**src/rtl/esbrb_pkg.sv**
```systemverilog
package esbrb_pkg;

    // field widths
    localparam int BYTE_W      = 8;
    localparam int PRESCALE_W  = 11;
    localparam int PCOUNT_W    = 10;
    localparam int BIT_IDX_W   = 4;
    localparam int CFG_IDX_W   = 2;
    localparam int CFG_DATA_W  = 11;
    localparam int IN_TDATA_W  = 8;
    localparam int OUT_TDATA_W = 16;

    // reset values of the configuration registers
    localparam logic [BYTE_W-1:0]     INITIAL_RELOAD_RST = 8'h6A;
    localparam logic [BYTE_W-1:0]     SAMPLE_START_RST   = 8'd224;
    localparam logic [PRESCALE_W-1:0] PRESCALE_DIV_RST   = 11'd256;
    localparam logic [BYTE_W-1:0]     HOLD_OVERFLOWS_RST = 8'h07;

    // prescaler limits
    localparam logic [PRESCALE_W-1:0] PRESCALE_MIN = 11'd1;
    localparam logic [PRESCALE_W-1:0] PRESCALE_MAX = 11'd1024;

    localparam logic [BYTE_W-1:0]    COUNT_TOP     = 8'hFF;
    localparam logic [BIT_IDX_W-1:0] LAST_BIT_IDX  = 4'd7;

    // configuration register indexes
    typedef enum logic [CFG_IDX_W-1:0] {
        CFG_INITIAL_RELOAD = 2'd0,
        CFG_SAMPLE_START   = 2'd1,
        CFG_PRESCALE_DIV   = 2'd2,
        CFG_HOLD_OVERFLOWS = 2'd3
    } cfg_index_t;

    typedef struct packed {
        logic [BYTE_W-1:0]     sample_start;
        logic [PRESCALE_W-1:0] prescale_div;
        logic [BYTE_W-1:0]     hold_overflows;
    } cfg_t;

    typedef struct packed {
        logic              reading;
        logic [BYTE_W-1:0] byte_value;
        logic              byte_valid;
        logic              received_led;
        logic              blink_led;
    } result_t;

endpackage

```
**src/rtl/esbrb_core.sv**
```systemverilog
module esbrb_core (
    input  logic                   clk,
    input  logic                   rst_n,
    input  esbrb_pkg::cfg_t        cfg,
    input  logic                   in_fire,
    input  logic                   bus,
    output esbrb_pkg::result_t     res
);

    logic                                read_mode_reg, read_mode_next;
    logic [esbrb_pkg::BIT_IDX_W-1:0]     bit_index_reg, bit_index_next;
    logic [esbrb_pkg::BYTE_W-1:0]        shift_byte_reg, shift_byte_next;
    logic [esbrb_pkg::BYTE_W-1:0]        period_reg, period_next;
    logic [esbrb_pkg::PCOUNT_W-1:0]      pcount_reg, pcount_next;
    logic [esbrb_pkg::BYTE_W-1:0]        step_reg, step_next;
    logic                                enabled_reg, enabled_next;
    logic                                blink_reg, blink_next;
    logic                                recv_reg, recv_next;
    logic [esbrb_pkg::BYTE_W-1:0]        hold_reg, hold_next;
    logic                                last_bus_reg, last_bus_next;

    logic [esbrb_pkg::PRESCALE_W-1:0]    div_eff;
    logic [esbrb_pkg::PRESCALE_W-1:0]    pcount_inc;
    logic                                step;
    logic                                done;
    logic [esbrb_pkg::BYTE_W-1:0]        done_value;

    // clamp the prescaler divisor
    always_comb
    begin
        if (cfg.prescale_div < esbrb_pkg::PRESCALE_MIN)
        begin
            div_eff = esbrb_pkg::PRESCALE_MIN;
        end
        else if (cfg.prescale_div > esbrb_pkg::PRESCALE_MAX)
        begin
            div_eff = esbrb_pkg::PRESCALE_MAX;
        end
        else
        begin
            div_eff = cfg.prescale_div;
        end
    end

    assign pcount_inc = {1'b0, pcount_reg} + 1'b1;

    // one tick: counter step, falling edge, byte completion, hold check
    always_comb
    begin
        read_mode_next  = read_mode_reg;
        bit_index_next  = bit_index_reg;
        shift_byte_next = shift_byte_reg;
        period_next     = period_reg;
        pcount_next     = pcount_reg;
        step_next       = step_reg;
        enabled_next    = enabled_reg;
        blink_next      = blink_reg;
        recv_next       = recv_reg;
        hold_next       = hold_reg;
        last_bus_next   = bus;
        step            = 1'b0;
        done            = 1'b0;
        done_value      = '0;

        // prescaler, bypassed in read mode
        if (read_mode_reg)
        begin
            step = 1'b1;
        end
        else if (pcount_inc >= div_eff)
        begin
            pcount_next = '0;
            step        = 1'b1;
        end
        else
        begin
            pcount_next = pcount_inc[esbrb_pkg::PCOUNT_W-1:0];
        end

        // counter step and overflow action
        if (step)
        begin
            if (step_reg == esbrb_pkg::COUNT_TOP)
            begin
                step_next = '0;
                if (enabled_reg)
                begin
                    if (read_mode_reg)
                    begin
                        enabled_next = 1'b0;
                        if (bus)
                        begin
                            shift_byte_next[bit_index_reg[2:0]] = 1'b1;
                        end
                        bit_index_next = bit_index_reg + 1'b1;
                    end
                    else
                    begin
                        blink_next = ~blink_reg;
                        step_next  = period_reg;
                        if (recv_reg)
                        begin
                            hold_next = hold_reg + 1'b1;
                        end
                    end
                end
            end
            else
            begin
                step_next = step_reg + 1'b1;
            end
        end

        // falling edge arms a sample
        if (last_bus_reg && !bus)
        begin
            if (!read_mode_reg)
            begin
                blink_next     = 1'b0;
                recv_next      = 1'b0;
                read_mode_next = 1'b1;
                pcount_next    = '0;
            end
            step_next    = cfg.sample_start;
            enabled_next = 1'b1;
        end

        // byte complete: new period, back to blinking
        if (bit_index_next > esbrb_pkg::LAST_BIT_IDX)
        begin
            done            = 1'b1;
            done_value      = shift_byte_next;
            recv_next       = 1'b1;
            period_next     = shift_byte_next;
            shift_byte_next = '0;
            bit_index_next  = '0;
            if (read_mode_next)
            begin
                pcount_next = '0;
            end
            read_mode_next  = 1'b0;
            step_next       = done_value;
            enabled_next    = 1'b1;
        end

        // received led hold expiry
        if (hold_next >= cfg.hold_overflows)
        begin
            recv_next = 1'b0;
            hold_next = '0;
        end
    end

    // result of this tick
    always_comb
    begin
        res.blink_led    = blink_next;
        res.received_led = recv_next;
        res.byte_valid   = done;
        res.byte_value   = done_value;
        res.reading      = read_mode_next;
    end

    // state registers
    always_ff @(posedge clk or negedge rst_n)
    begin
        if (!rst_n)
        begin
            read_mode_reg  <= 1'b0;
            bit_index_reg  <= '0;
            shift_byte_reg <= '0;
            period_reg     <= esbrb_pkg::INITIAL_RELOAD_RST;
            pcount_reg     <= '0;
            step_reg       <= esbrb_pkg::INITIAL_RELOAD_RST;
            enabled_reg    <= 1'b1;
            blink_reg      <= 1'b0;
            recv_reg       <= 1'b0;
            hold_reg       <= '0;
            last_bus_reg   <= 1'b1;
        end
        else if (in_fire)
        begin
            read_mode_reg  <= read_mode_next;
            bit_index_reg  <= bit_index_next;
            shift_byte_reg <= shift_byte_next;
            period_reg     <= period_next;
            pcount_reg     <= pcount_next;
            step_reg       <= step_next;
            enabled_reg    <= enabled_next;
            blink_reg      <= blink_next;
            recv_reg       <= recv_next;
            hold_reg       <= hold_next;
            last_bus_reg   <= last_bus_next;
        end
    end

endmodule

```
**src/rtl/edge_sampled_byte_receiver_blinker_unit.sv**
```systemverilog
// each result is registered in a two-entry output buffer; the block takes one
// request per cycle while s_tready is high, and the buffer keeps taking
// requests while the result side stalls, until both of its entries are full
// reset: rst_n is asynchronous, active low; it resets the receiver state, returns the
// configuration registers to their defaults and empties the output buffer
module edge_sampled_byte_receiver_blinker_unit (
    input  logic                                 clk,
    input  logic                                 rst_n,
    input  logic                                 cfg_we,
    input  logic [esbrb_pkg::CFG_IDX_W-1:0]      cfg_index,
    input  logic [esbrb_pkg::CFG_DATA_W-1:0]     cfg_data,
    input  logic                                 s_tvalid,
    output logic                                 s_tready,
    input  logic [esbrb_pkg::IN_TDATA_W-1:0]     s_tdata,  // [0] bus_level
    output logic                                 m_tvalid,
    input  logic                                 m_tready,
    // [0] blink_led, [1] received_led, [2] byte_valid, [10:3] byte_value,
    // [11] reading, [15:12] zero
    output logic [esbrb_pkg::OUT_TDATA_W-1:0]    m_tdata
);

    esbrb_pkg::cfg_t    cfg_reg;
    esbrb_pkg::result_t res;
    esbrb_pkg::result_t out_reg;
    esbrb_pkg::result_t skid_reg;
    logic               out_valid_reg;
    logic               skid_valid_reg;
    logic               in_fire;
    logic               out_free;

    // configuration writes; the reload register only matters at reset,
    // where it holds its default, so a write to it has no effect
    always_ff @(posedge clk or negedge rst_n)
    begin
        if (!rst_n)
        begin
            cfg_reg.sample_start   <= esbrb_pkg::SAMPLE_START_RST;
            cfg_reg.prescale_div   <= esbrb_pkg::PRESCALE_DIV_RST;
            cfg_reg.hold_overflows <= esbrb_pkg::HOLD_OVERFLOWS_RST;
        end
        else if (cfg_we)
        begin
            case (esbrb_pkg::cfg_index_t'(cfg_index))
                esbrb_pkg::CFG_SAMPLE_START:
                begin
                    cfg_reg.sample_start <= cfg_data[esbrb_pkg::BYTE_W-1:0];
                end
                esbrb_pkg::CFG_PRESCALE_DIV:
                begin
                    cfg_reg.prescale_div <= cfg_data;
                end
                esbrb_pkg::CFG_HOLD_OVERFLOWS:
                begin
                    cfg_reg.hold_overflows <= cfg_data[esbrb_pkg::BYTE_W-1:0];
                end
                default:
                begin
                    cfg_reg <= cfg_reg;
                end
            endcase
        end
    end

    assign s_tready = !skid_valid_reg;
    assign in_fire  = s_tvalid && s_tready;
    assign out_free = !out_valid_reg || m_tready;

    esbrb_core u_core (
        .clk     (clk),
        .rst_n   (rst_n),
        .cfg     (cfg_reg),
        .in_fire (in_fire),
        .bus     (s_tdata[0]),
        .res     (res)
    );

    // output buffer valid flags
    always_ff @(posedge clk or negedge rst_n)
    begin
        if (!rst_n)
        begin
            out_valid_reg  <= 1'b0;
            skid_valid_reg <= 1'b0;
        end
        else if (out_free)
        begin
            out_valid_reg  <= skid_valid_reg || in_fire;
            skid_valid_reg <= skid_valid_reg && in_fire;
        end
        else if (in_fire)
        begin
            skid_valid_reg <= 1'b1;
        end
    end

    // output buffer payload
    always_ff @(posedge clk)
    begin
        if (out_free)
        begin
            if (skid_valid_reg)
            begin
                out_reg <= skid_reg;
                if (in_fire)
                begin
                    skid_reg <= res;
                end
            end
            else if (in_fire)
            begin
                out_reg <= res;
            end
        end
        else if (in_fire)
        begin
            skid_reg <= res;
        end
    end

    assign m_tvalid = out_valid_reg;
    assign m_tdata  = {4'b0000, out_reg.reading, out_reg.byte_value,
                       out_reg.byte_valid, out_reg.received_led, out_reg.blink_led};

endmodule

```
**config.mk**
```make
export PLATFORM = sky130hd
export DESIGN_NAME = edge_sampled_byte_receiver_blinker_unit
export DESIGN_NICKNAME = d
export VERILOG_FILES = /design/src/rtl/esbrb_pkg.sv /design/src/rtl/esbrb_core.sv /design/src/rtl/edge_sampled_byte_receiver_blinker_unit.sv
export SDC_FILE = /design/constraint.sdc
export NUM_CORES = 1
export LEC_CHECK = 0
export BUFFER_PORTS_ARGS = -buffer_cell sky130_fd_sc_hd__clkbuf_2
export CAP_MARGIN = 20
export CORE_UTILIZATION = 50
export DETAILED_ROUTE_END_ITERATION = 7
export PLACE_DENSITY = 0.73
export SETUP_SLACK_MARGIN = 0.2
export SYNTH_ARGS = -nofsm -noshare
export SYNTH_HDL_FRONTEND = slang
export SYNTH_SLANG_ARGS = --single-unit
```
**constraint.sdc**
```tcl
create_clock -name clk -period 6.15 [get_ports clk]
set_clock_uncertainty 0.2 [all_clocks]
set_input_delay 0.3075 -clock clk [delete_from_list [all_inputs] [get_ports clk]]
set_output_delay 0.3075 -clock clk [all_outputs]
set_load 0.03 [all_outputs]
```
==> results of run 1 <==
-- metrics by stage --
stage | setup WS (ps) | area [um^2] | power [mW] | std cells | util
6_report | 934 | 6330 | 2.02 | 739 | 0.576
5_1_grt | 628 | 6330 | 2.15 | 739 | 0.576
4_1_cts | 986 | 6290 | 2.02 | 736 | 0.572
3_5_place_dp | 1050 | 5950 | 1.47 | 714 | 0.541
3_3_place_gp | 1130 | 5950 | 1.44 | 714 | 0.541
2_1_floorplan | 1100 | 5700 | 1.32 | 563 | -
-- routing by layer --
| layer | vias to the layer above | track usage |
|---|---|---|
| met3 | 19 | 0.0406 |
| met2 | 110 | 0.381 |
| met5 | - | 0 |
| li1 | 2082 | - |
| met1 | 2147 | 0.305 |
| met4 | 0 | 0.0820 |
-- worst min path at each step --
stage	cells after the start	endpoint	startpoint	slack, ps
6_report	2	cfg_reg[9]	cfg_data[1]	30
5_1_grt	2	cfg_reg[9]	cfg_data[1]	40
4_1_cts	2	cfg_reg[9]	cfg_data[1]	30
3_5_place_dp	2	u_core.last_bus_reg	u_core.last_bus_reg	260
3_3_place_gp	2	u_core.last_bus_reg	u_core.last_bus_reg	250
2_1_floorplan	0	cfg_reg[10]	rst_n	-190
-- cells in the mapped netlist, types with 8 or more instances --
cell	instances	share of area
ha_1	23	0.051
and3_1	10	0.011
o31ai_1	8	0.011
a21oi_1	55	0.048
mux2_2	36	0.071
clkbuf_1	12	0.0079
nand3_1	26	0.023
xor2_1	13	0.020
nor2b_1	8	0.0088
dfrtp_1	63	0.28
edfxtp_1	24	0.13
nor3_1	9	0.0079
dfstp_2	17	0.079
o21ai_0	19	0.017
nor2_1	49	0.032
a31oi_1	8	0.0088
nand2_1	52	0.034
inv_1	21	0.014
-- layout make-up --
class	instances	area [um^2]	area share
Tap cell	140	175	0.0277
Multi-Input combinational cell	410	2740	0.433
Clock buffer	9	225	0.0356
Timing Repair Buffer	46	300	0.0475
Inverter	23	86.3	0.0136
Sequential cell	104	2740	0.434
Clock inverter	7	55.1	0.00870
-- what timing repair did --
| action | CTS | global route |
|---|---|---|
| hold endpoints to repair | 68 | 0 |
| hold buffers | 6 | 0 |
| setup endpoints to repair | 0 | 0 |
| buffers inserted | 0 | 0 |
-- power breakdown --
group	internal, mW	total [mW]	leakage [nW]	switching, mW
combinational	0.238	0.523	1.42	0.285
clock	0.279	0.548	0.133	0.269
sequential	0.827	0.948	1.20	0.121
-- kinds of logic (layout without fill, tap and decap cells) --
| kind of cell | after synthesis | after routing |
|---|---|---|
| AO/OA/AOI/OAI | 128 | 128 |
| XOR/XNOR | 21 | 21 |
| adder cells (fa/ha/maj) | 23 | 23 |
| buffers and inverters | 49 | 85 |
| flip-flops | 104 | 104 |
| multiplexers | 40 | 40 |
| other | 1 | 4 |
| AND/OR/NAND/NOR | 194 | 194 |
==> flow_summary.toml, run 1 <==
[global_route]
grt_antenna_before_repair = 0
grt_max_degree = 81
grt_remaining_overflow = 0
grtUsageTotal = 0.231
grt_pass1_vias = 4354
grt_first_pass_wirelength_um = 20900

[die]
die_y_um = 109
io_pins = 44
die-area_um2 = 11800
initial_core_util = 0.518
dieWidth_um = 109
core_area_um2 = 11000
fp-row-count = 38

[sta]
finalSetupTns_ps = 0
whs_ps = 31.1
max_clock_freq_ghz = 0.192
timing.final.crit_share = 0.848
worst_pin_slew_ps = 975
setup_violations = 0
rsz0062_at_grt = "no"
fin_crit_ps = 5220
final_hold_viol_count = 0
report.final.slew_viol_count = 0
relSlewSlack = 0.347

[critical_path]
r2r_slack_ps = 930
reg2reg_from = "u_core.pcount_reg[0]"
crit_path_end = "u_core.hold_reg[6]"
path_cells = "ha_1 -> and3_1 -> and3_1 -> xor2_1 -> ha_1 -> a21o_1 -> a221oi_1 -> o21ai_1 -> a31oi_1 -> nor2_1 -> xor2_1 -> ha_1 -> a211oi_1 -> o21ai_0 -> a21oi_1 -> nand2_1 -> or4b_2 -> nand3_1"
worstReg2RegEnd = "u_core.hold_reg[6]"
critPathSlowestCell = "or4b_2"
slowest_delay_ps = 640
cp_common_cell = "ha_1"
worstPathArrival_ps = 5300
path_depth = 18
required_ps = 6240
critPathLaunch = "u_core.pcount_reg[0]"
path_buf_inv = 0
cp_top_family = "compound AO/OA/AOI/OAI gates"
worstSetupStartpointType = "flop"
crit_path_end_kind = "flop"
crit_fanout = 6
crit_type = "flop to flop"
r2r_cells = 18

[routing]
drcViolationCount = 0
routed_via_density = 5.90
drt_iter0_drc = 265
route.met2.wl_um = 6020
routed.top_layer = "met4"
firstDrtPassIters = 5
drt-met1-wl_um = 5520
wl_um = 12200
drt-wirelength-per-cell_um = 16.6
ant_nets = 0
dr_total_vias = 4358
wl_met3_um = 503

[clock_network]
clkSinkCount = 104
clock-root-buffer = "clkbuf_16"
htreeDepth = 3
cts_tree = "yes"
cts_resized = 0
clockBufferDepth = 2
clock_latency_ps = 350
cts_buffers = 9
clkSlewWorstSetupHoldPaths_ps = 70

[synthesis]
synth_xor_area_frac = 0.0356
syn-cell-area_um2 = 5690
synth-edff-count = 24
synth-compound-area-share = 0.143
ys_types = 66
synth-main-ff-cell = "dfrtp_1"
synth_top_family_by_area = "simple AND/OR/NAND/NOR gates"
synth_fa_ha_area_frac = 0.0506
synth_seq_area_share = 0.482
synth_area_per_cell_um2 = 10.2
synth_cells = 560
synthMuxAreaShare = 0.0783
ys_warn_count = 0
synth-seq-cells = 104
synth_async_sr_flop_share = 0.769
synth-simple-area-share = 0.172

[finish]
final_common_cell = "dfrtp_1"
antenna_cells = 0
drive_gt1_frac = 0.207
syn_to_final_growth_pct = 11.2
mostFrequentLayoutCells = "dfrtp_1, a21oi_1, nand2_1"
largest_reg_flops = 27
fillers = 945
nets = 643

[pwr]
power_leakage_nw = 2.75
p_per_area_nw_per_um2 = 319
ir_drop_mv = 0.177

[placed_design]
port-buffer-count = 32
dp_hpwl_um = 8710
gp_congestion = 0.854

[outcome]
outcome = "finished, final reports clean"

[min_path]
hold_path_class = "input pin to flop"

[job]
drv_cap = 0
(Power assumes the default switching activity.)
==> inputs of run 2 (changes only) <==
Clock period 6.15 ns to 5.4 ns, I/O delays scaled along.
==> run 2 against run 1 <==
  * Non-clock buffer count rose by 5
  * Worst setup slack got worse by 360 ps
  * Cell count up 0.68%
  * First-iteration DRC count up 29%
  * Sequential power is 14% higher
  * Critical endpoint unchanged
  * Worst hold slack got worse by 17 ps
  * Clock power rose by 22%
  * Fmax grew 8.0%
==> flow_summary.toml, run 2 (synthesis results as in run 1) <==
[outcome]
outcome = "finished, final reports clean"

[routing]
firstDrtPassIters = 5
drcViolationCount = 0
drt-wirelength-per-cell_um = 16.7
routed_via_density = 5.89
drt_iter0_drc = 342
wl_um = 12400
ant_nets = 0
dr_total_vias = 4380

[global_route]
grt_pass1_vias = 4326
grtUsageTotal = 0.231
grt_remaining_overflow = 0
grt_max_degree = 81
grt_first_pass_wirelength_um = 21000
grt_antenna_before_repair = 0

[sta]
final_hold_viol_count = 0
max_clock_freq_ghz = 0.207
setup_violations = 0
worst_pin_slew_ps = 988
timing.final.crit_share = 0.894
report.final.slew_viol_count = 0
finalSetupTns_ps = 0
relSlewSlack = 0.340
fin_crit_ps = 4830
rsz0062_at_grt = "no"

[finish]
antenna_cells = 0
largest_reg_flops = 27
fillers = 914
multi_input_area_um2 = 2770
final_common_cell = "dfrtp_1"
postLayoutCoreUtil = 0.585
syn_to_final_growth_pct = 12.9
drive_gt1_frac = 0.219
mostFrequentLayoutCells = "dfrtp_1, a21oi_1, nand2_1"
seqCellArea_um2 = 2740
nets = 648

[clock_network]
clock_latency_ps = 350
htreeDepth = 3
clkSlewWorstSetupHoldPaths_ps = 70
clock-root-buffer = "clkbuf_16"
clkSinkCount = 104
cts_buffers = 9
clockBufferDepth = 2
cts_tree = "yes"

[critical_path]
critPathLaunch = "u_core.pcount_reg[0]"
required_ps = 5490
reg2reg_from = "u_core.pcount_reg[0]"
worstPathArrival_ps = 4920
crit_path_end_kind = "flop"
crit_type = "flop to flop"
worstSetupStartpointType = "flop"
crit_fanout = 7

[pwr]
power_leakage_nw = 2.79
power_mw = 2.38
ir_drop_mv = 0.213
p_per_area_nw_per_um2 = 371

[placed_design]
gp_congestion = 0.836
dp_hpwl_um = 8630
port-buffer-count = 32

[min_path]
min_from = "cfg_data[2]"
hold_path_class = "input pin to flop"

[die]
io_pins = 44
dieWidth_um = 109
die_y_um = 109
core_area_um2 = 11000
initial_core_util = 0.518
fp-row-count = 38
die-area_um2 = 11800

[job]
drv_cap = 0
run 2: changes by cell type in the layout (fill, tap and decap cells not counted), sizes merged:
cell         before  now
clkinvlp          2    1
buf               8   11
dlygate4sd3       6    8
bufinv            0    1
run 2: power by group:
group	total, mW	internal [mW]	switching [mW]
Sequential	1.08	0.942	0.139
Clock	0.670	0.365	0.305
Combinational	0.630	0.289	0.341
run 2: path summary, 6_finish.rpt:
check / to / cells after the start / slack [ps]
max in group asynchronous: u_core.period_reg[3] / 3 / 4300
setup / recovery: u_core.hold_reg[6] / 19 / 570
hold / removal: cfg_reg[10] / 2 / 10
setup reg to reg: u_core.hold_reg[6] / 19 / 570
min in group asynchronous: u_core.pcount_reg[1] / 2 / 80
hold reg to reg: u_core.enabled_reg / 2 / 270
run 2: layout make-up:
cell class	count	area share
Clock buffer	9	0.0351
Clock inverter	7	0.0123
Inverter	23	0.0134
Multi-Input combinational cell	410	0.431
Sequential cell	104	0.427
Tap cell	140	0.0273
Timing Repair Buffer	51	0.0538
run 2: metal layers:
layer,GRT usage,vias up,wire (um)
li1,-,2087,-
met2,0.380,147,6100
met1,0.307,2127,5420
met5,0,-,0
met3,0.0418,19,656
met4,0.0811,0,212
run 2: per-stage QoR:
stage / hold slack, ps / worst slack [ps] / instances / instance area (um^2)
global route: 5.40 / 221 / 744 / 6420
CTS: 3.08 / 326 / 738 / 6330
floorplan: -226 / 351 / 563 / 5700
finish: 13.8 / 570 / 744 / 6420
global placement: 254 / 474 / 714 / 5950
detailed placement: 265 / 351 / 714 / 5950
run 2: repair_timing:
item / CTS / global route
hold endpoints to repair: 72 / 0
hold buffers: 8 / 0
endpoints found under the setup margin: 0 / 6
buffers inserted: 0 / 3
gates resized for setup: 0 / 7
run 2: worst max-delay path, stage by stage (launching register included):
cell and delay [ps]:
dfrtp_1 420, ha_1 280, and3_1 210, and3_1 240, xor2_1 170, ha_1 320
a21o_1 160, a221oi_1 330, o21ai_2 170, a31oi_1 200, buf_4 170, nor2_1 50
xor2_1 150, ha_1 300, a211oi_1 230, o21ai_1 120, a21oi_2 190, nand2_2 120
or4b_2 650, nand3_1 100
